## src/hdl/coarse_to_fine_focus_search_defines.svh

```systemverilog
// assertion macros for the coarse-to-fine focus search
// used by the top level; expects clk and rst in the including scope
`ifndef COARSE_TO_FINE_FOCUS_SEARCH_DEFINES_SVH
`define COARSE_TO_FINE_FOCUS_SEARCH_DEFINES_SVH

// same-cycle implication
`define CFS_ASSERT_NOW(label, ante, cons, msg) \
  label: assert property (@(posedge clk) disable iff (rst) (ante) |-> (cons)) \
    else $error(msg);

// next-cycle implication
`define CFS_ASSERT_NEXT(label, ante, cons, msg) \
  label: assert property (@(posedge clk) disable iff (rst) (ante) |=> (cons)) \
    else $error(msg);

`endif

```

## src/hdl/cfs_pkg.sv

```systemverilog
// shared types, codes and defaults of the coarse-to-fine focus search
// no dependencies; used by all modules of the block
package cfs_pkg;

  localparam int Z_WIDTH_DEFAULT      = 32;
  localparam int METRIC_WIDTH_DEFAULT = 32;
  localparam int DIV_WIDTH            = 10;
  localparam int PASS_WIDTH           = 8;
  localparam int CFG_INDEX_WIDTH      = 2;

  // register reset values
  localparam longint RANGE_LOW_RESET  = 0;
  localparam longint RANGE_HIGH_RESET = 16777216;
  localparam logic [DIV_WIDTH-1:0]  DIVISIONS_RESET = 10'd10;
  localparam logic [PASS_WIDTH-1:0] PASSES_RESET    = 8'd3;

  // register indexes
  localparam logic [CFG_INDEX_WIDTH-1:0] REG_RANGE_LOW  = 2'd0;
  localparam logic [CFG_INDEX_WIDTH-1:0] REG_RANGE_HIGH = 2'd1;
  localparam logic [CFG_INDEX_WIDTH-1:0] REG_DIVISIONS  = 2'd2;
  localparam logic [CFG_INDEX_WIDTH-1:0] REG_PASSES     = 2'd3;

  localparam logic FUNC_START = 1'b0;

  typedef logic [1:0] status_t;
  localparam status_t ST_NEXT  = 2'd0;
  localparam status_t ST_FOUND = 2'd1;
  localparam status_t ST_NONE  = 2'd2;
  localparam status_t ST_IDLE  = 2'd3;

  typedef logic [1:0] zsel_t;
  localparam zsel_t ZSEL_CUR  = 2'd0;
  localparam zsel_t ZSEL_BEST = 2'd1;
  localparam zsel_t ZSEL_ZERO = 2'd2;

  typedef struct packed {
    logic    capture;
    logic    start_search;
    logic    sample;
    logic    narrow;
    logic    restart;
    logic    stop_run;
    logic    div_go;
    logic    out_load;
    zsel_t   out_zsel;
    status_t out_status;
  } ctrl_cmd_t;

  typedef struct packed {
    logic func;
    logic running;
    logic cont;
    logic have_best;
    logic more;
    logic div_done;
    logic out_free;
  } dp_sts_t;

endpackage

```

## src/hdl/cfs_div.sv

```systemverilog
// serial signed-by-unsigned divider, one quotient bit per cycle, truncates toward zero
// depends on cfs_pkg
module cfs_div #(
  parameter int N = cfs_pkg::Z_WIDTH_DEFAULT + 1
) (
  input  logic                           clk,
  input  logic                           rst,
  input  logic                           go,
  input  logic signed [N-1:0]            dividend,
  input  logic [cfs_pkg::DIV_WIDTH-1:0]  divisor,
  output logic                           done,
  output logic signed [N-1:0]            quotient
);

  localparam int DW    = cfs_pkg::DIV_WIDTH;
  localparam int CNT_W = $clog2(N + 1);

  logic [N-1:0]     mag;
  logic [DW-1:0]    rem;
  logic [DW-1:0]    dsor;
  logic             neg;
  logic [CNT_W-1:0] count;
  logic [DW:0]      trial;
  logic [DW:0]      diff;
  logic             q_bit;
  logic [DW-1:0]    rem_next;

  assign trial    = {rem, mag[N-1]};
  assign diff     = trial - {1'b0, dsor};
  assign q_bit    = (trial >= {1'b0, dsor});
  assign rem_next = q_bit ? diff[DW-1:0] : trial[DW-1:0];
  assign quotient = neg ? $signed(-mag) : $signed(mag);

  always_ff @(posedge clk) begin
    if (rst) begin
      count <= '0;
      done  <= 1'b0;
    end else begin
      done <= 1'b0;
      if (go) begin
        count <= CNT_W'(N);
      end else if (count != '0) begin
        count <= count - CNT_W'(1);
        if (count == CNT_W'(1)) begin
          done <= 1'b1;
        end
      end
    end
  end

  always_ff @(posedge clk) begin
    if (go) begin
      neg  <= dividend[N-1];
      mag  <= dividend[N-1] ? -dividend : dividend;
      rem  <= '0;
      dsor <= divisor;
    end else if (count != '0) begin
      rem <= rem_next;
      mag <= {mag[N-2:0], q_bit};
    end
  end

endmodule

```

## src/hdl/cfs_datapath.sv

```systemverilog
// datapath: config registers, search state, step divider and output register
// depends on cfs_pkg and cfs_div
module cfs_datapath #(
  parameter int Z_WIDTH      = cfs_pkg::Z_WIDTH_DEFAULT,
  parameter int METRIC_WIDTH = cfs_pkg::METRIC_WIDTH_DEFAULT
) (
  input  logic                                 clk,
  input  logic                                 rst,
  // config writes
  input  logic                                 cfg_valid,
  input  logic [cfs_pkg::CFG_INDEX_WIDTH-1:0]  cfg_index,
  input  logic [Z_WIDTH-1:0]                   cfg_data,
  // input item fields
  input  logic                                 in_func,
  input  logic [METRIC_WIDTH-1:0]              in_metric,
  input  logic                                 in_metric_valid,
  input  logic                                 in_stop,
  // result
  output logic                                 out_valid,
  input  logic                                 out_ready,
  output logic [Z_WIDTH-1:0]                   out_z,
  output cfs_pkg::status_t                     out_status,
  input  cfs_pkg::ctrl_cmd_t                   cmd,
  output cfs_pkg::dp_sts_t                     sts
);

  localparam int DW = cfs_pkg::DIV_WIDTH;
  localparam int PW = cfs_pkg::PASS_WIDTH;

  localparam logic signed [Z_WIDTH+1:0] WIDE_MAX = {3'b000, {(Z_WIDTH-1){1'b1}}};
  localparam logic signed [Z_WIDTH+1:0] WIDE_MIN = {3'b111, {(Z_WIDTH-1){1'b0}}};
  localparam logic signed [Z_WIDTH-1:0] Z_MAX    = {1'b0, {(Z_WIDTH-1){1'b1}}};
  localparam logic signed [Z_WIDTH-1:0] Z_MIN    = {1'b1, {(Z_WIDTH-1){1'b0}}};

  function automatic logic signed [Z_WIDTH-1:0] sat_z(input logic signed [Z_WIDTH+1:0] v);
    if (v > WIDE_MAX) begin
      sat_z = Z_MAX;
    end else if (v < WIDE_MIN) begin
      sat_z = Z_MIN;
    end else begin
      sat_z = v[Z_WIDTH-1:0];
    end
  endfunction

  // config registers
  logic [Z_WIDTH-1:0] range_low;
  logic [Z_WIDTH-1:0] range_high;
  logic [DW-1:0]      divisions;
  logic [PW-1:0]      passes;

  // captured item
  logic                    item_func;
  logic [METRIC_WIDTH-1:0] item_metric;
  logic                    item_metric_valid;
  logic                    item_stop;

  // search state
  logic                           running;
  logic signed [Z_WIDTH-1:0]      current_z;
  logic signed [Z_WIDTH-1:0]      sweep_low;
  logic signed [Z_WIDTH-1:0]      sweep_high;
  logic signed [Z_WIDTH:0]        step_size;
  logic [METRIC_WIDTH-1:0]        best_metric;
  logic signed [Z_WIDTH-1:0]      best_z;
  logic                           have_best;
  logic [PW-1:0]                  passes_left;

  logic signed [Z_WIDTH-1:0] step_z;
  logic signed [Z_WIDTH-1:0] narrow_low;
  logic signed [Z_WIDTH-1:0] narrow_high;
  logic signed [Z_WIDTH:0]   span;
  logic [DW-1:0]             div_d;
  logic                      div_done;
  logic signed [Z_WIDTH:0]   div_q;
  logic                      better;

  assign step_z = sat_z($signed({{2{current_z[Z_WIDTH-1]}}, current_z})
                        + $signed({step_size[Z_WIDTH], step_size}));
  assign narrow_low = sat_z($signed({{2{best_z[Z_WIDTH-1]}}, best_z})
                            - $signed({step_size[Z_WIDTH], step_size}));
  assign narrow_high = sat_z($signed({{2{best_z[Z_WIDTH-1]}}, best_z})
                             + $signed({step_size[Z_WIDTH], step_size}));
  assign span  = $signed({sweep_high[Z_WIDTH-1], sweep_high})
               - $signed({sweep_low[Z_WIDTH-1], sweep_low});
  // zero divisions acts as one
  assign div_d  = (divisions == '0) ? DW'(1) : divisions;
  assign better = item_metric_valid && (!have_best || (item_metric > best_metric));

  cfs_div #(
    .N (Z_WIDTH + 1)
  ) u_div (
    .clk      (clk),
    .rst      (rst),
    .go       (cmd.div_go),
    .dividend (span),
    .divisor  (div_d),
    .done     (div_done),
    .quotient (div_q)
  );

  always_ff @(posedge clk) begin
    if (rst) begin
      range_low  <= Z_WIDTH'(cfs_pkg::RANGE_LOW_RESET);
      range_high <= Z_WIDTH'(cfs_pkg::RANGE_HIGH_RESET);
      divisions  <= cfs_pkg::DIVISIONS_RESET;
      passes     <= cfs_pkg::PASSES_RESET;
    end else if (cfg_valid) begin
      case (cfg_index)
        cfs_pkg::REG_RANGE_LOW:  range_low  <= cfg_data;
        cfs_pkg::REG_RANGE_HIGH: range_high <= cfg_data;
        cfs_pkg::REG_DIVISIONS:  divisions  <= cfg_data[DW-1:0];
        cfs_pkg::REG_PASSES:     passes     <= cfg_data[PW-1:0];
        default: ;
      endcase
    end
  end

  always_ff @(posedge clk) begin
    if (cmd.capture) begin
      item_func         <= in_func;
      item_metric       <= in_metric;
      item_metric_valid <= in_metric_valid;
      item_stop         <= in_stop;
    end
  end

  // control flags
  always_ff @(posedge clk) begin
    if (rst) begin
      running   <= 1'b0;
      have_best <= 1'b0;
    end else begin
      if (cmd.start_search) begin
        running   <= 1'b1;
        have_best <= 1'b0;
      end
      if (cmd.sample && better) begin
        have_best <= 1'b1;
      end
      if (cmd.restart) begin
        have_best <= 1'b0;
      end
      if (cmd.stop_run) begin
        running <= 1'b0;
      end
    end
  end

  always_ff @(posedge clk) begin
    if (cmd.start_search) begin
      sweep_low   <= range_low;
      sweep_high  <= range_high;
      current_z   <= range_low;
      passes_left <= (passes == '0) ? PW'(1) : passes;
      best_metric <= '0;
      best_z      <= '0;
    end
    if (cmd.sample) begin
      if (better) begin
        best_metric <= item_metric;
        best_z      <= current_z;
      end
      current_z <= step_z;
    end
    if (cmd.narrow) begin
      sweep_low   <= narrow_low;
      sweep_high  <= narrow_high;
      passes_left <= passes_left - PW'(1);
    end
    if (cmd.restart) begin
      current_z   <= sweep_low;
      best_metric <= '0;
    end
    if (div_done) begin
      step_size <= div_q;
    end
  end

  // output register
  always_ff @(posedge clk) begin
    if (rst) begin
      out_valid <= 1'b0;
    end else if (cmd.out_load) begin
      out_valid <= 1'b1;
    end else if (out_ready) begin
      out_valid <= 1'b0;
    end
  end

  always_ff @(posedge clk) begin
    if (cmd.out_load) begin
      out_status <= cmd.out_status;
      case (cmd.out_zsel)
        cfs_pkg::ZSEL_CUR:  out_z <= current_z;
        cfs_pkg::ZSEL_BEST: out_z <= best_z;
        default:            out_z <= '0;
      endcase
    end
  end

  assign sts.func      = item_func;
  assign sts.running   = running;
  assign sts.cont      = !item_stop && (current_z <= sweep_high);
  assign sts.have_best = have_best;
  assign sts.more      = (passes_left != '0) && !item_stop;
  assign sts.div_done  = div_done;
  assign sts.out_free  = !out_valid || out_ready;

endmodule

```

## src/hdl/cfs_ctrl.sv

```systemverilog
// controller state machine sequencing one item at a time through the datapath
// depends on cfs_pkg
module cfs_ctrl (
  input  logic               clk,
  input  logic               rst,
  input  logic               in_valid,
  output logic               in_ready,
  input  cfs_pkg::dp_sts_t   sts,
  output cfs_pkg::ctrl_cmd_t cmd
);

  localparam logic [2:0] S_IDLE     = 3'd0;
  localparam logic [2:0] S_DISPATCH = 3'd1;
  localparam logic [2:0] S_SAMPLE   = 3'd2;
  localparam logic [2:0] S_CHECK    = 3'd3;
  localparam logic [2:0] S_DECIDE   = 3'd4;
  localparam logic [2:0] S_LAUNCH   = 3'd5;
  localparam logic [2:0] S_DIV      = 3'd6;
  localparam logic [2:0] S_EMIT     = 3'd7;

  logic [2:0]       state;
  logic [2:0]       state_next;
  cfs_pkg::zsel_t   pend_zsel;
  cfs_pkg::zsel_t   pend_zsel_next;
  cfs_pkg::status_t pend_status;
  cfs_pkg::status_t pend_status_next;

  // nothing is taken while reset is held
  assign in_ready = (state == S_IDLE) && !rst;

  always_ff @(posedge clk) begin
    if (rst) begin
      state <= S_IDLE;
    end else begin
      state <= state_next;
    end
  end

  always_ff @(posedge clk) begin
    pend_zsel   <= pend_zsel_next;
    pend_status <= pend_status_next;
  end

  always_comb begin
    state_next       = state;
    pend_zsel_next   = pend_zsel;
    pend_status_next = pend_status;
    cmd              = '0;
    cmd.out_zsel     = pend_zsel;
    cmd.out_status   = pend_status;
    case (state)
      S_IDLE: begin
        if (in_valid) begin
          cmd.capture = 1'b1;
          state_next  = S_DISPATCH;
        end
      end
      S_DISPATCH: begin
        if (sts.func == cfs_pkg::FUNC_START) begin
          cmd.start_search = 1'b1;
          pend_zsel_next   = cfs_pkg::ZSEL_CUR;
          pend_status_next = cfs_pkg::ST_NEXT;
          state_next       = S_LAUNCH;
        end else if (!sts.running) begin
          pend_zsel_next   = cfs_pkg::ZSEL_ZERO;
          pend_status_next = cfs_pkg::ST_IDLE;
          state_next       = S_EMIT;
        end else begin
          state_next = S_SAMPLE;
        end
      end
      S_SAMPLE: begin
        cmd.sample = 1'b1;
        state_next = S_CHECK;
      end
      S_CHECK: begin
        if (sts.cont) begin
          pend_zsel_next   = cfs_pkg::ZSEL_CUR;
          pend_status_next = cfs_pkg::ST_NEXT;
          state_next       = S_EMIT;
        end else if (!sts.have_best) begin
          // sweep ended without any valid sample
          cmd.stop_run     = 1'b1;
          pend_zsel_next   = cfs_pkg::ZSEL_ZERO;
          pend_status_next = cfs_pkg::ST_NONE;
          state_next       = S_EMIT;
        end else begin
          cmd.narrow = 1'b1;
          state_next = S_DECIDE;
        end
      end
      S_DECIDE: begin
        if (sts.more) begin
          cmd.restart      = 1'b1;
          pend_zsel_next   = cfs_pkg::ZSEL_CUR;
          pend_status_next = cfs_pkg::ST_NEXT;
          state_next       = S_LAUNCH;
        end else begin
          cmd.stop_run     = 1'b1;
          pend_zsel_next   = cfs_pkg::ZSEL_BEST;
          pend_status_next = cfs_pkg::ST_FOUND;
          state_next       = S_EMIT;
        end
      end
      S_LAUNCH: begin
        cmd.div_go = 1'b1;
        state_next = S_DIV;
      end
      S_DIV: begin
        if (sts.div_done) begin
          state_next = S_EMIT;
        end
      end
      S_EMIT: begin
        if (sts.out_free) begin
          cmd.out_load = 1'b1;
          state_next   = S_IDLE;
        end
      end
      default: begin
        state_next = S_IDLE;
      end
    endcase
  end

endmodule

```

## src/hdl/coarse_to_fine_focus_search.sv

```systemverilog
// Coarse-to-fine autofocus search. A start transaction (tuser func = 0) loads the
// configured range and returns its low end as the first focus distance; each sample
// transaction returns the next distance, or the final one when the passes run out
// or a stop is requested; a sample while no search runs, or one that ends a sweep
// without any valid sample, returns zero. A start and a sample that opens a new
// sweep run the step divider, which produces one quotient bit per cycle. One item
// is in flight at a time; a finished result waits in the output register while the
// next item is taken. Configuration writes are accepted whenever reset is released
// and must only be issued while the block is idle.
// depends on cfs_pkg, cfs_ctrl, cfs_datapath and the defines header
`include "coarse_to_fine_focus_search_defines.svh"

module coarse_to_fine_focus_search #(
  parameter int Z_WIDTH      = cfs_pkg::Z_WIDTH_DEFAULT,
  parameter int METRIC_WIDTH = cfs_pkg::METRIC_WIDTH_DEFAULT,
  localparam int IN_DATA_W   = ((METRIC_WIDTH + 1 + 7) / 8) * 8,
  localparam int OUT_DATA_W  = ((Z_WIDTH + 7) / 8) * 8
) (
  input  logic                                clk,
  input  logic                                rst,
  // configuration write channel
  input  logic                                cfg_valid,
  output logic                                cfg_ready,
  input  logic [cfs_pkg::CFG_INDEX_WIDTH-1:0] cfg_index,
  input  logic [Z_WIDTH-1:0]                  cfg_data,
  // input stream
  input  logic                                s_tvalid,
  output logic                                s_tready,
  input  logic [IN_DATA_W-1:0]                s_tdata,   // metric, stop_request, zero fill
  input  logic [1:0]                          s_tuser,   // func, metric_valid
  // output stream
  output logic                                m_tvalid,
  input  logic                                m_tready,
  output logic [OUT_DATA_W-1:0]               m_tdata,   // focus_z, zero fill
  output logic [1:0]                          m_tuser    // status
);

  cfs_pkg::ctrl_cmd_t cmd;
  cfs_pkg::dp_sts_t   sts;
  logic [Z_WIDTH-1:0] out_z;
  cfs_pkg::status_t   out_status;

  assign cfg_ready = !rst;
  assign m_tdata   = OUT_DATA_W'(out_z);
  assign m_tuser   = out_status;

  cfs_ctrl u_ctrl (
    .clk      (clk),
    .rst      (rst),
    .in_valid (s_tvalid),
    .in_ready (s_tready),
    .sts      (sts),
    .cmd      (cmd)
  );

  cfs_datapath #(
    .Z_WIDTH      (Z_WIDTH),
    .METRIC_WIDTH (METRIC_WIDTH)
  ) u_datapath (
    .clk             (clk),
    .rst             (rst),
    .cfg_valid       (cfg_valid),
    .cfg_index       (cfg_index),
    .cfg_data        (cfg_data),
    .in_func         (s_tuser[0]),
    .in_metric       (s_tdata[METRIC_WIDTH-1:0]),
    .in_metric_valid (s_tuser[1]),
    .in_stop         (s_tdata[METRIC_WIDTH]),
    .out_valid       (m_tvalid),
    .out_ready       (m_tready),
    .out_z           (out_z),
    .out_status      (out_status),
    .cmd             (cmd),
    .sts             (sts)
  );

  // only one item in flight
  `CFS_ASSERT_NEXT(a_one_in_flight, s_tvalid && s_tready, !s_tready, "item accepted while busy")
  // a loaded result shows up on the output
  `CFS_ASSERT_NEXT(a_load_shows, cmd.out_load, m_tvalid, "loaded result not presented")
  // measure-next results come only from a running search, all others only while no search runs
  `CFS_ASSERT_NOW(a_status_run, cmd.out_load,
                  (cmd.out_status == cfs_pkg::ST_NEXT) == sts.running,
                  "result status disagrees with search state")

endmodule
```

## config.mk

```make
export PLATFORM = sky130hd
export DESIGN_NAME = coarse_to_fine_focus_search
export DESIGN_NICKNAME = d
export VERILOG_FILES = /design/src/hdl/cfs_pkg.sv /design/src/hdl/cfs_div.sv /design/src/hdl/cfs_datapath.sv /design/src/hdl/cfs_ctrl.sv /design/src/hdl/coarse_to_fine_focus_search.sv
export VERILOG_INCLUDE_DIRS = /design/src /design/src/hdl
export SDC_FILE = /design/constraint.sdc
export NUM_CORES = 1
export LEC_CHECK = 0
export BUFFER_PORTS_ARGS = -buffer_cell sky130_fd_sc_hd__buf_4
export CAP_MARGIN = 10
export CORE_UTILIZATION = 30
export DETAILED_ROUTE_END_ITERATION = 10
export PLACE_DENSITY = 0.56
export SETUP_SLACK_MARGIN = 0.02
export SLEW_MARGIN = 10
export SYNTH_ARGS = -nofsm -noshare
export SYNTH_HDL_FRONTEND = slang
export SYNTH_SLANG_ARGS = --single-unit
export TNS_END_PERCENT = 5
```

## constraint.sdc

```tcl
create_clock -name clk -period 6.4 [get_ports clk]
set_input_delay 0.96 -clock clk [delete_from_list [all_inputs] [get_ports clk]]
set_output_delay 0.96 -clock clk [all_outputs]
set_load 0.005 [all_outputs]
```

# ---- Yosys cells after proc, flatten, opt, wreduce, memory -nomap -nowiden
# Index checks and enable logic that the tools add are counted.
dict set report op_classes {
  add_sub_neg 9
  n_mul 0
  n_div 0
  magnitude_cmp 9
  eq_ne 17
  n_shift 0
  mux 69
  bitwise_logic 1
  n_reduce_logical 34
}
# cell count
set ops {}
lappend ops {{two-way mux 32 bit} 18}
lappend ops {{two-way mux 33 bit} 4}
lappend ops {{> comparator 34 x 32 -> 1 bit (second input constant)} 3}
lappend ops {{less-than comparator 34 x 32 -> 1 bit (second input constant)} 3}
lappend ops {{adder 32 x 33 -> 34 bit} 2}
lappend ops {{negator 33 bit} 2}
lappend ops {{one-hot mux 32 bit (2 select lines)} 1}
lappend ops {{subtractor 32 x 33 -> 34 bit} 1}
lappend ops {{subtractor 32 x 32 -> 33 bit} 1}
lappend ops {{> comparator 32 bit} 1}
lappend ops {{<= comparator 32 bit} 1}
lappend ops {{two-way mux 8 bit} 3}
lappend ops {{one-hot mux 3 bit (8 select lines)} 1}
lappend ops {{two-way mux 1 bit} 22}
lappend ops {{two-way mux 2 bit} 9}
lappend ops {{two-way mux 3 bit} 5}
lappend ops {{== test 3 bit (second input constant)} 4}
lappend ops {{two-way mux 6 bit} 2}
lappend ops {{one-hot mux 2 bit (3 select lines)} 2}
lappend ops {{>= comparator 11 x 10 -> 1 bit} 1}
lappend ops {{logical NOT 10 bit} 1}
lappend ops {{two-way mux 10 bit} 1}
lappend ops {{subtractor 10 bit} 1}
lappend ops {{logical NOT 8 bit} 1}
lappend ops {{other kinds (25)} 49}
dict set report word_totals {
  regBits 423
  latch_bits 0
  ramBits 0
  romBits 0
  in_bits 81
  out_inout_bits 37
  elab_cells 169
  n_memories 0
}

# ---- Depth between registers and ports, before layout
# Gate-level depths: netlist of run 1.
dict set report logic_depth {
  word_depth 6
  ltp_mapped 16
  mapped_depth_nobuf 14
}

# ---- Modules after synthesis
# A second synthesis of run 1 with hierarchy kept.
dict set report hier_totals {
  hier_cells 3110
  area_unflattened_um2 27609.0
}
# mod instances cells_per_inst area_per_inst_um2
set modules_own_cells {}
lappend modules_own_cells {cfs_datapath 1 2582 22887.0}
lappend modules_own_cells {cfs_div 1 469 4247.8}
lappend modules_own_cells {cfs_ctrl 1 58 470.5}
lappend modules_own_cells {coarse_to_fine_focus_search 1 1 3.8}

# ---- Least setup slack after synthesis of run 1
# OpenSTA, ideal clock, no wires.
dict set report synth_path {
  path_type {register -> register}
  from {register u_datapath.current_z[11]}
  to {register u_datapath.passes_left[0] (enable)}
  arrival_ns 4.017
  required_time_ns 5.660
  setup_slack_ns 1.643
  path_stages_with_launch 12
  n_path_buf 1
  period_less_slack_ns 4.757
  path_cell_list {edfxtp_1 -> ha_1 -> a21oi_1 -> o21ai_1 -> a2111oi_0 -> o2111ai_1 -> a211o_1 -> a211oi_2 -> nor3_1 -> nand2_1 -> clkbuf_1 -> nand2_1}
}
dict set report synth_via {
  elab_chain_cells 5
}
# element line_no
set synth_rtl {}
lappend synth_rtl {{start, declared} cfs_datapath.sv:59} ;# logic signed [Z_WIDTH-1:0] current_z;
lappend synth_rtl {{start signal, assigned} cfs_datapath.sv:153} ;# current_z <= range_low;
lappend synth_rtl {{start signal, assigned} cfs_datapath.sv:163} ;# current_z <= step_z;
lappend synth_rtl {{start signal, assigned} cfs_datapath.sv:171} ;# current_z <= sweep_low;
lappend synth_rtl {{<= comparator 32 bit} cfs_datapath.sv:203} ;# assign sts.cont = !item_stop && (current_z <= sweep_high);
lappend synth_rtl {{logical AND 1 bit} cfs_datapath.sv:203}
lappend synth_rtl {{two-way mux 1 bit} cfs_ctrl.sv:77} ;# if (sts.cont) begin
lappend synth_rtl {{two-way mux 1 bit} cfs_ctrl.sv:51} ;# case (state)
lappend synth_rtl {{nonzero test 2 bit (no line)} -}
lappend synth_rtl {{end signal, assigned} cfs_datapath.sv:154} ;# passes_left <= (passes == '0) ? PW'(1) : passes;
lappend synth_rtl {{end signal, assigned} cfs_datapath.sv:168} ;# passes_left <= passes_left - PW'(1);
lappend synth_rtl {{end, declared} cfs_datapath.sv:66} ;# logic [PW-1:0] passes_left;
# No other way between the ends.
# A chain may end at the register's enable or synchronous reset.

# ---- Worst setup path in the final report of run 1
dict set report layout_path {
  from {register u_datapath.step_size[7]}
  to {register u_datapath.current_z[3] (data pin)}
}
dict set report layout_via {
  elab_chain_cells 6
  word_cells_on_any_way 7
}
# element line_no
set layout_rtl {}
lappend layout_rtl {{start, declared} cfs_datapath.sv:62} ;# logic signed [Z_WIDTH:0] step_size;
lappend layout_rtl {{start signal, assigned} cfs_datapath.sv:175} ;# step_size <= div_q;
lappend layout_rtl {{adder 32 x 33 -> 34 bit (*)} cfs_datapath.sv:78} ;# + $signed({step_size[Z_WIDTH], step_size}));
lappend layout_rtl {{less-than comparator 34 x 32 -> 1 bit} cfs_datapath.sv:38} ;# end else if (v < WIDE_MIN) begin
lappend layout_rtl {{two-way mux 32 bit} cfs_datapath.sv:38}
lappend layout_rtl {{two-way mux 32 bit (*)} cfs_datapath.sv:36} ;# if (v > WIDE_MAX) begin
lappend layout_rtl {{two-way mux 32 bit (*)} cfs_datapath.sv:158} ;# if (cmd.sample) begin
lappend layout_rtl {{two-way mux 32 bit (*)} cfs_datapath.sv:170} ;# if (cmd.restart) begin
# Mark *: on every way between the ends. The rest lies on a longest branch, timed or not.

==> parameters.txt, run 1 <==
Parameter                              Value

GRT
  GRT Util Overall    18.7%
  Initial antenna violation count    3
  Vias in the first global route    22119
  Largest net degree at the start of global routing    78
  Wire length of the first global-routing pass    137 mm
  Grt total ovfl    0

Power
  Pint    8140 uW
  Total power draw    14700 uW
  Switching Fraction    44.8%
  Maximum vdd ir drop    0.234 mV
  Flop pwr share    29.8%
  Pwr/cell area    459 mW/mm^2
  Cell leakage power    0.0128 uW
  Gate power share    50.8%
  Portion of total power attributed to the clock network    19.4%
  Switching Power    6610 uW

STA
  Count of pins over their slew limit    0
  Rel. slew slack    31.0%
  Final min period    5.01 ns
  Setup slack after layout    1.39 ns
  Ratio of final minimum period to clock period    78.3%
  Clock tree skew after final layout    0.0369 ns
  Maximum clock rate    200 MHz
  Hold violation total from the final report    0
  Count of endpoints failing setup in the final report    0
  Actual transition at the worst max-transition pin    1.03 ns
  Accumulated negative setup slack    0 ns
  RSZ-0062 raised after global routing    false

Drt
  ANT nets after route    0
  DRC marker count from the first detailed-route iteration    1913
  First drt pass iteration count    5
  WL final    91.1 mm
  # DRC    0
  Vias    23653
  Wire length per cell after detailed routing    20.2 um
  Vias per cell    5.24

Synth
  Post-synth net total    3492
  Sequential cell area fraction in the yosys report    38.5%
  Unique cell type count in the Yosys netlist    103
  Most used flip-flop cell after synthesis    sky130_fd_sc_hd__edfxtp_1
  Most common library cells after synthesis    sky130_fd_sc_hd__nand2_1 (405), sky130_fd_sc_hd__a21oi_1 (307), sky130_fd_sc_hd__edfxtp_1 (253)
  Cell types occupying the most area after synthesis    sky130_fd_sc_hd__edfxtp_1 (27%), sky130_fd_sc_hd__dfxtp_1 (12%), sky130_fd_sc_hd__ha_1 (9.3%)
  Leading area contributor after synthesis    sky130_fd_sc_hd__edfxtp_1
  Yosys top cell area share    26.6%
  Mean Syn Cell Area    8.93 um^2
  Number of warnings reported in the yosys synthesis log    0
  Most frequent cell after synthesis    sky130_fd_sc_hd__nand2_1
  Post-synthesis instance total    3194
  Register bit total from synthesis    422
  Number of enable-type register cells in the synthesized netlist    253
  Proportion of synthesized flip-flops having asynchronous set or reset    0%
  Synthesized cell area    0.0285 mm^2

Placement
  Worst Setup Slack post-DPL    1.46 ns
  I/O Buffers    110
  Final HPWL DP    70.2 mm
  Final weighted congestion in routability-driven placement    0.880

Layout
  Share of cells above drive strength 1    9.88%
  ANT cells    0
  Area overhead of the layout relative to synthesis    12.7%
  Nets@finish    3517

Floorplanning
  Total core area    0.0937 mm^2
  Vertical die dimension    310 um
  Chip width    310 um
  Total number of placement rows    112
  Top-level I/O count    118
  Initial Utilization    30.4%
  Die area    0.0963 mm^2

Flow run
  Count of maximum capacitance violations    0

Hold path
  Count of cells along the worst hold path    0
  Worst hold path class    flop to flop
  Startpoint of the worst hold path    u_ctrl.pend_status[0]
  Endpoint of the worst hold-timing path    u_datapath.out_status[0]

Clock network
  Maximum root-to-sink buffer count    3
  CTS tree    built
  H-tree depth    2
  Post-cts sizing count    0
  Hold-fix buffers, CTS    0
  Clock transition at the register clock pins on the worst setup and hold paths after CTS    0.06 ns
  TritonCTS Buffers    48
  Root buffer cell    sky130_fd_sc_hd__clkbuf_16
  Postcts setup bufs    0
  Clock latency reported for the late side of the worst-skew pair    0.63 ns
  Clock Sinks    422

Setup path
  Worst Setup Path Type    flop to flop
  Required time at the endpoint of the critical path    6.85 ns
  Crit. Startpoint    u_datapath.step_size[7]
  CP max FO    19
  Crit end category    flop
  Reg-to-reg critical path endpoint    u_datapath.current_z[3]
  Count of cells along the worst register-to-register path    12
  Startpoint of the lowest-slack register-to-register path    u_datapath.step_size[7]
  Crit path launch type    flop
  Arrival @ worst endpoint    5.46 ns
  R2R Setup Slk    1.39 ns

Outcome
  Result of the run    complete, no violations
[how the worst max path moves through the flow]
stage	endpoint	slack, ns
2_1_floorplan	u_datapath.passes_left[0]	1.64
3_3_place_gp	u_datapath.current_z[3]	1.55
3_5_place_dp	u_datapath.current_z[3]	1.46
4_1_cts	u_datapath.current_z[3]	1.42
5_1_grt	u_datapath.current_z[3]	1.28
6_report	u_datapath.current_z[3]	1.39
[logic make-up (layout without fill, tap and decap cells)]
kind of cell    Yosys count  after routing  synth area share (%)
mux                     114            114                  4.15
xor+xnor                167            167                  5.16
simple gates            990            990                  16.4
buf+inv                 414            479                  5.78
fa+ha+maj               217            217                  9.65
flops                   422            422                  38.5
compound gates          870            870                  20.4
[power by group through the flow]
stage / Sequential (uW) / Clock, uW / Combinational, uW
2_1_floorplan: 4140 / 0 / 5350
3_5_place_dp: 4430 / 0 / 7350
5_1_grt: 4470 / 3030 / 8210
4_1_cts: 4370 / 2940 / 7410
6_report: 4390 / 2870 / 7490
3_3_place_gp: 4410 / 0 / 7330
[flip-flops by register name, summed over array words and instances (netlist names), 3 cells and up]
| register | cells |
|---|---|
| u_datapath.step_size | 33 |
| u_datapath.u_div.mag | 33 |
| u_datapath.best_metric | 32 |
| u_datapath.best_z | 32 |
| u_datapath.current_z | 32 |
| u_datapath.item_metric | 32 |
| u_datapath.out_z | 32 |
| u_datapath.range_high | 32 |
| u_datapath.range_low | 32 |
| u_datapath.sweep_high | 32 |
| u_datapath.sweep_low | 32 |
| u_datapath.divisions | 10 |
| u_datapath.u_div.dsor | 10 |
| u_datapath.u_div.rem | 10 |
| u_datapath.passes | 8 |
| u_datapath.passes_left | 8 |
| u_datapath.u_div.count | 6 |
| u_ctrl.state | 3 |
[worst max-delay path: stages (launching register included)]
cell                       delay, ns
sky130_fd_sc_hd__edfxtp_1       0.54
sky130_fd_sc_hd__ha_1           0.42
sky130_fd_sc_hd__a21o_1         0.21
sky130_fd_sc_hd__a21oi_1        0.34
sky130_fd_sc_hd__o22a_1         0.22
sky130_fd_sc_hd__nand4_1        0.21
sky130_fd_sc_hd__a31oi_1        0.55
sky130_fd_sc_hd__a21oi_1        0.18
sky130_fd_sc_hd__xor2_1         0.62
sky130_fd_sc_hd__a21o_1         0.56
sky130_fd_sc_hd__buf_4          0.39
sky130_fd_sc_hd__nand3b_1       0.24
sky130_fd_sc_hd__a221oi_1       0.31
[layout by cell type, fill, tap and decap left out, drive strengths merged, types with 49 or more instances in the layout]
master  synthesis  routed
clkbuf        115      67
a21oi         311     311
nor3           89      89
dfxtp         169     169
and3           49      49
buf            51     141
nand2         405     405
xnor2         130     130
mux2i          81      81
nand3          62      62
a21o           63      63
edfxtp        253     253
inv           242     245
ha            212     212
nor2          205     205
o21ai         159     159
[layer usage]
layer,GRT usage (%),wire length [um],vias to the layer above
li1,-,-,11554
met1,27.8,43900,11327
met2,28.3,39000,675
met3,2.35,6310,91
met4,4.53,1960,6
met5,0,34,-
[layout make-up]
type,instances,area (um^2)
Fill cell,9681,61600
Multi-Input combinational cell,2358,15900
Sequential cell,422,11000
Tap cell,1254,1570
Clock buffer,67,1380
Timing Repair Buffer,141,1070
Inverter,248,931
Clock inverter,23,262
[per-stage QoR]
stage,cell area (um^2),std cells,utilization [%],hold WS (ns)
final,32100,4513,34.3,0.434
after CTS,32100,4513,34.3,0.439
after global placement,30500,4423,32.5,0.421
after detailed placement,30500,4423,32.5,0.425
after floorplan,28500,3194,-,0.400
after global routing,32100,4513,34.3,0.446
(Power assumes the default switching activity.)
==> inputs of run 2 (changes only) <==
- PLACE_DENSITY: 0.56 -> 0.57
- clock period: 6.4 -> 4.27 ns (I/O delays scaled with it)
==> run 2 against run 1 <==
Effect of this change:
- sequential power rose by 49%
- flip-flop and latch count did not move
- register-to-register slack got worse by 1.2 ns
- count of clock-buffer cells in the layout did not move
- cell count rose by 1.5%
- global-route usage fell by 0.068 points
- clock skew fell by 0.014 ns
- design area rose by 2.2%
- setup slack got worse by 1.2 ns
- critical path type unchanged
- largest cell class unchanged
- largest power group unchanged
- highest routed layer unchanged
==> parameters.txt, run 2 (same netlist as run 1, synthesis figures left out) <==
Parameter                              Value

Clock network
  Hold-fix buffers, CTS    0 (unchanged)
  Clock Sinks    422 (unchanged)
  Clock latency reported for the late side of the worst-skew pair    0.63 ns (about the same)
  TritonCTS Buffers    48 (unchanged)
  H-tree depth    2 (unchanged)
  CTS tree    built
  Root buffer cell    sky130_fd_sc_hd__clkbuf_16
  Maximum root-to-sink buffer count    3 (unchanged)
  Clock transition at the register clock pins on the worst setup and hold paths after CTS    0.07 ns (about the same)

Drt
  Vias per cell    5.21 (-0.66%)
  DRC marker count from the first detailed-route iteration    1879 (-1.8%)
  ANT nets after route    0 (unchanged)
  Wire length per cell after detailed routing    19.8 um (-1.9%)
  Vias    23841 (+0.79%)
  First drt pass iteration count    5 (unchanged)
  # DRC    0 (unchanged)
  WL final    90.7 mm (-0.44%)

GRT
  Initial antenna violation count    3 (unchanged)
  Largest net degree at the start of global routing    79 (+1.3%)
  GRT Util Overall    18.6% (-0.068 points)
  Wire length of the first global-routing pass    136 mm (-0.17%)
  Vias in the first global route    22593 (+2.1%)
  Grt total ovfl    0 (unchanged)

STA
  Clock tree skew after final layout    0.0233 ns (-0.0136 ns)
  Count of pins over their slew limit    0 (unchanged)
  Actual transition at the worst max-transition pin    1.12 ns (+0.0869 ns)
  Maximum clock rate    244 MHz (+22%)
  Final min period    4.10 ns (-0.907 ns)
  Min Hold Slack    0.195 ns (-0.239 ns)
  Count of endpoints failing setup in the final report    0 (unchanged)
  Hold violation total from the final report    0 (unchanged)
  Rel. slew slack    25.6% (-5.4 points)
  Ratio of final minimum period to clock period    96.1% (+18 points)
  Accumulated negative setup slack    0 ns (unchanged)
  RSZ-0062 raised after global routing    true

Setup path
  Cell family contributing the most delay on the critical path    compound AO/OA/AOI/OAI gates
  Bufs and invs on worst path    1 (unchanged)
  Crit end category    flop
  Crit-path max cell delay    0.85 ns (+0.23 ns)
  Worst Setup Path Type    flop to flop
  Count of cells along the worst register-to-register path    12 (unchanged)
  Number of cells on the critical path    12 (unchanged)
  Arrival @ worst endpoint    4.58 ns (-0.88 ns)
  Crit path cell chain    inv_1, ha_1, a211oi_2, o21a_1, nor3_2, a2111oi_4, nor2_2, a41o_4, a41o_1, o21a_2, nor3_4, a221o_1
  Crit path launch type    flop
  Max stage delay cell, worst path    sky130_fd_sc_hd__nor3_4
  Required time at the endpoint of the critical path    4.75 ns (-2.10 ns)
  CP max FO    24 (+5)

Layout
  Top library cells by usage in the layout, fill and taps aside    sky130_fd_sc_hd__nand2_1 (401), sky130_fd_sc_hd__a21oi_1 (306), sky130_fd_sc_hd__edfxtp_1 (253)
  Nets@finish    3584 (+1.9%)
  ANT cells    0 (unchanged)
  Leading registers by flop count    u_datapath.step_size x33, u_datapath.u_div.mag x33
  Fin area    0.0328 mm^2 (+2.2%)
  Core utilization of the finished layout    35.0% (+0.76 points)
  # fillers    9560 (-1.2%)
  Area overhead of the layout relative to synthesis    15.2%
  Most frequent standard cell in the layout excluding fill and tap cells    sky130_fd_sc_hd__nand2_1
  Share of cells above drive strength 1    12.2% (+2.3 points)

Floorplanning
  Die area    0.0963 mm^2 (unchanged)
  Total core area    0.0937 mm^2 (unchanged)
  Total number of placement rows    112 (unchanged)
  Vertical die dimension    310 um (unchanged)
  Top-level I/O count    118 (unchanged)
  Initial Utilization    30.4% (unchanged)
  Chip width    310 um (unchanged)

Placement
  Final HPWL DP    71.0 mm (+1.1%)
  I/O Buffers    110 (unchanged)
  Placement-stage cell area    0.0311 mm^2 (+1.9%)
  Final weighted congestion in routability-driven placement    0.941 (+7.0%)

Flow run
  Count of maximum capacitance violations    0 (unchanged)

Hold path
  Worst hold path class    input port to flop
  Count of cells along the worst hold path    1 (+1)

Outcome
  Result of the run    complete, no violations

Power
  Pwr/cell area    699 mW/mm^2 (+52%)
  Cell leakage power    0.0133 uW (+3.4%)
  Maximum vdd ir drop    0.293 mV (+25%)
==> run 2: per-stage QoR <==
step	setup WS [ns]	cells	power [uW]
2_1_floorplan	0.223	3194	14200
3_5_place_dp	0.152	4488	18200
3_3_place_gp	0.160	4488	18200
5_1_grt	0.0160	4579	24400
4_1_cts	0.129	4577	22900
6_report	0.168	4579	22900
==> run 2: power by group <==
part | internal [uW] | switching [uW]
clock | 2660 | 1840
combinational | 4560 | 7350
sequential | 5570 | 962
total | 12800 | 10200
==> run 2: cell type report <==
class                           count  area [um^2]  share of cell area, %
Clock inverter                     22          289                  0.880
Timing Repair Buffer              208         1650                   5.02
Clock buffer                       67         1430                   4.34
Sequential cell                   422        11000                   33.4
Multi-Input combinational cell   2358        16000                   48.7
Tap cell                         1254         1570                   4.78
Inverter                          248          931                   2.83
==> run 2: path summary, 6_finish.rpt <==
path	startpoint	end	slack [ns]
worst max-delay path	u_datapath.step_size[6]	u_datapath.sweep_low[22]	0.17
worst min-delay path	s_tdata[19]	u_datapath.item_metric[19]	0.19
worst max register to register	u_datapath.step_size[6]	u_datapath.sweep_low[22]	0.17
worst min register to register	u_ctrl.pend_status[0]	u_datapath.out_status[0]	0.42
==> run 2: layer usage <==
metal	track usage, %	share of wire [%]
met5	0	0.042
met2	28.2	43
met3	3.23	7.6
met1	27.1	47
met4	4.53	2.3
==> run 2: what timing repair did <==
action / in CTS / in global routing
resized for setup: 0 / 13
hold endpoints to repair: 0 / 0
setup endpoints to repair: 0 / 64
buffers inserted: 0 / 2
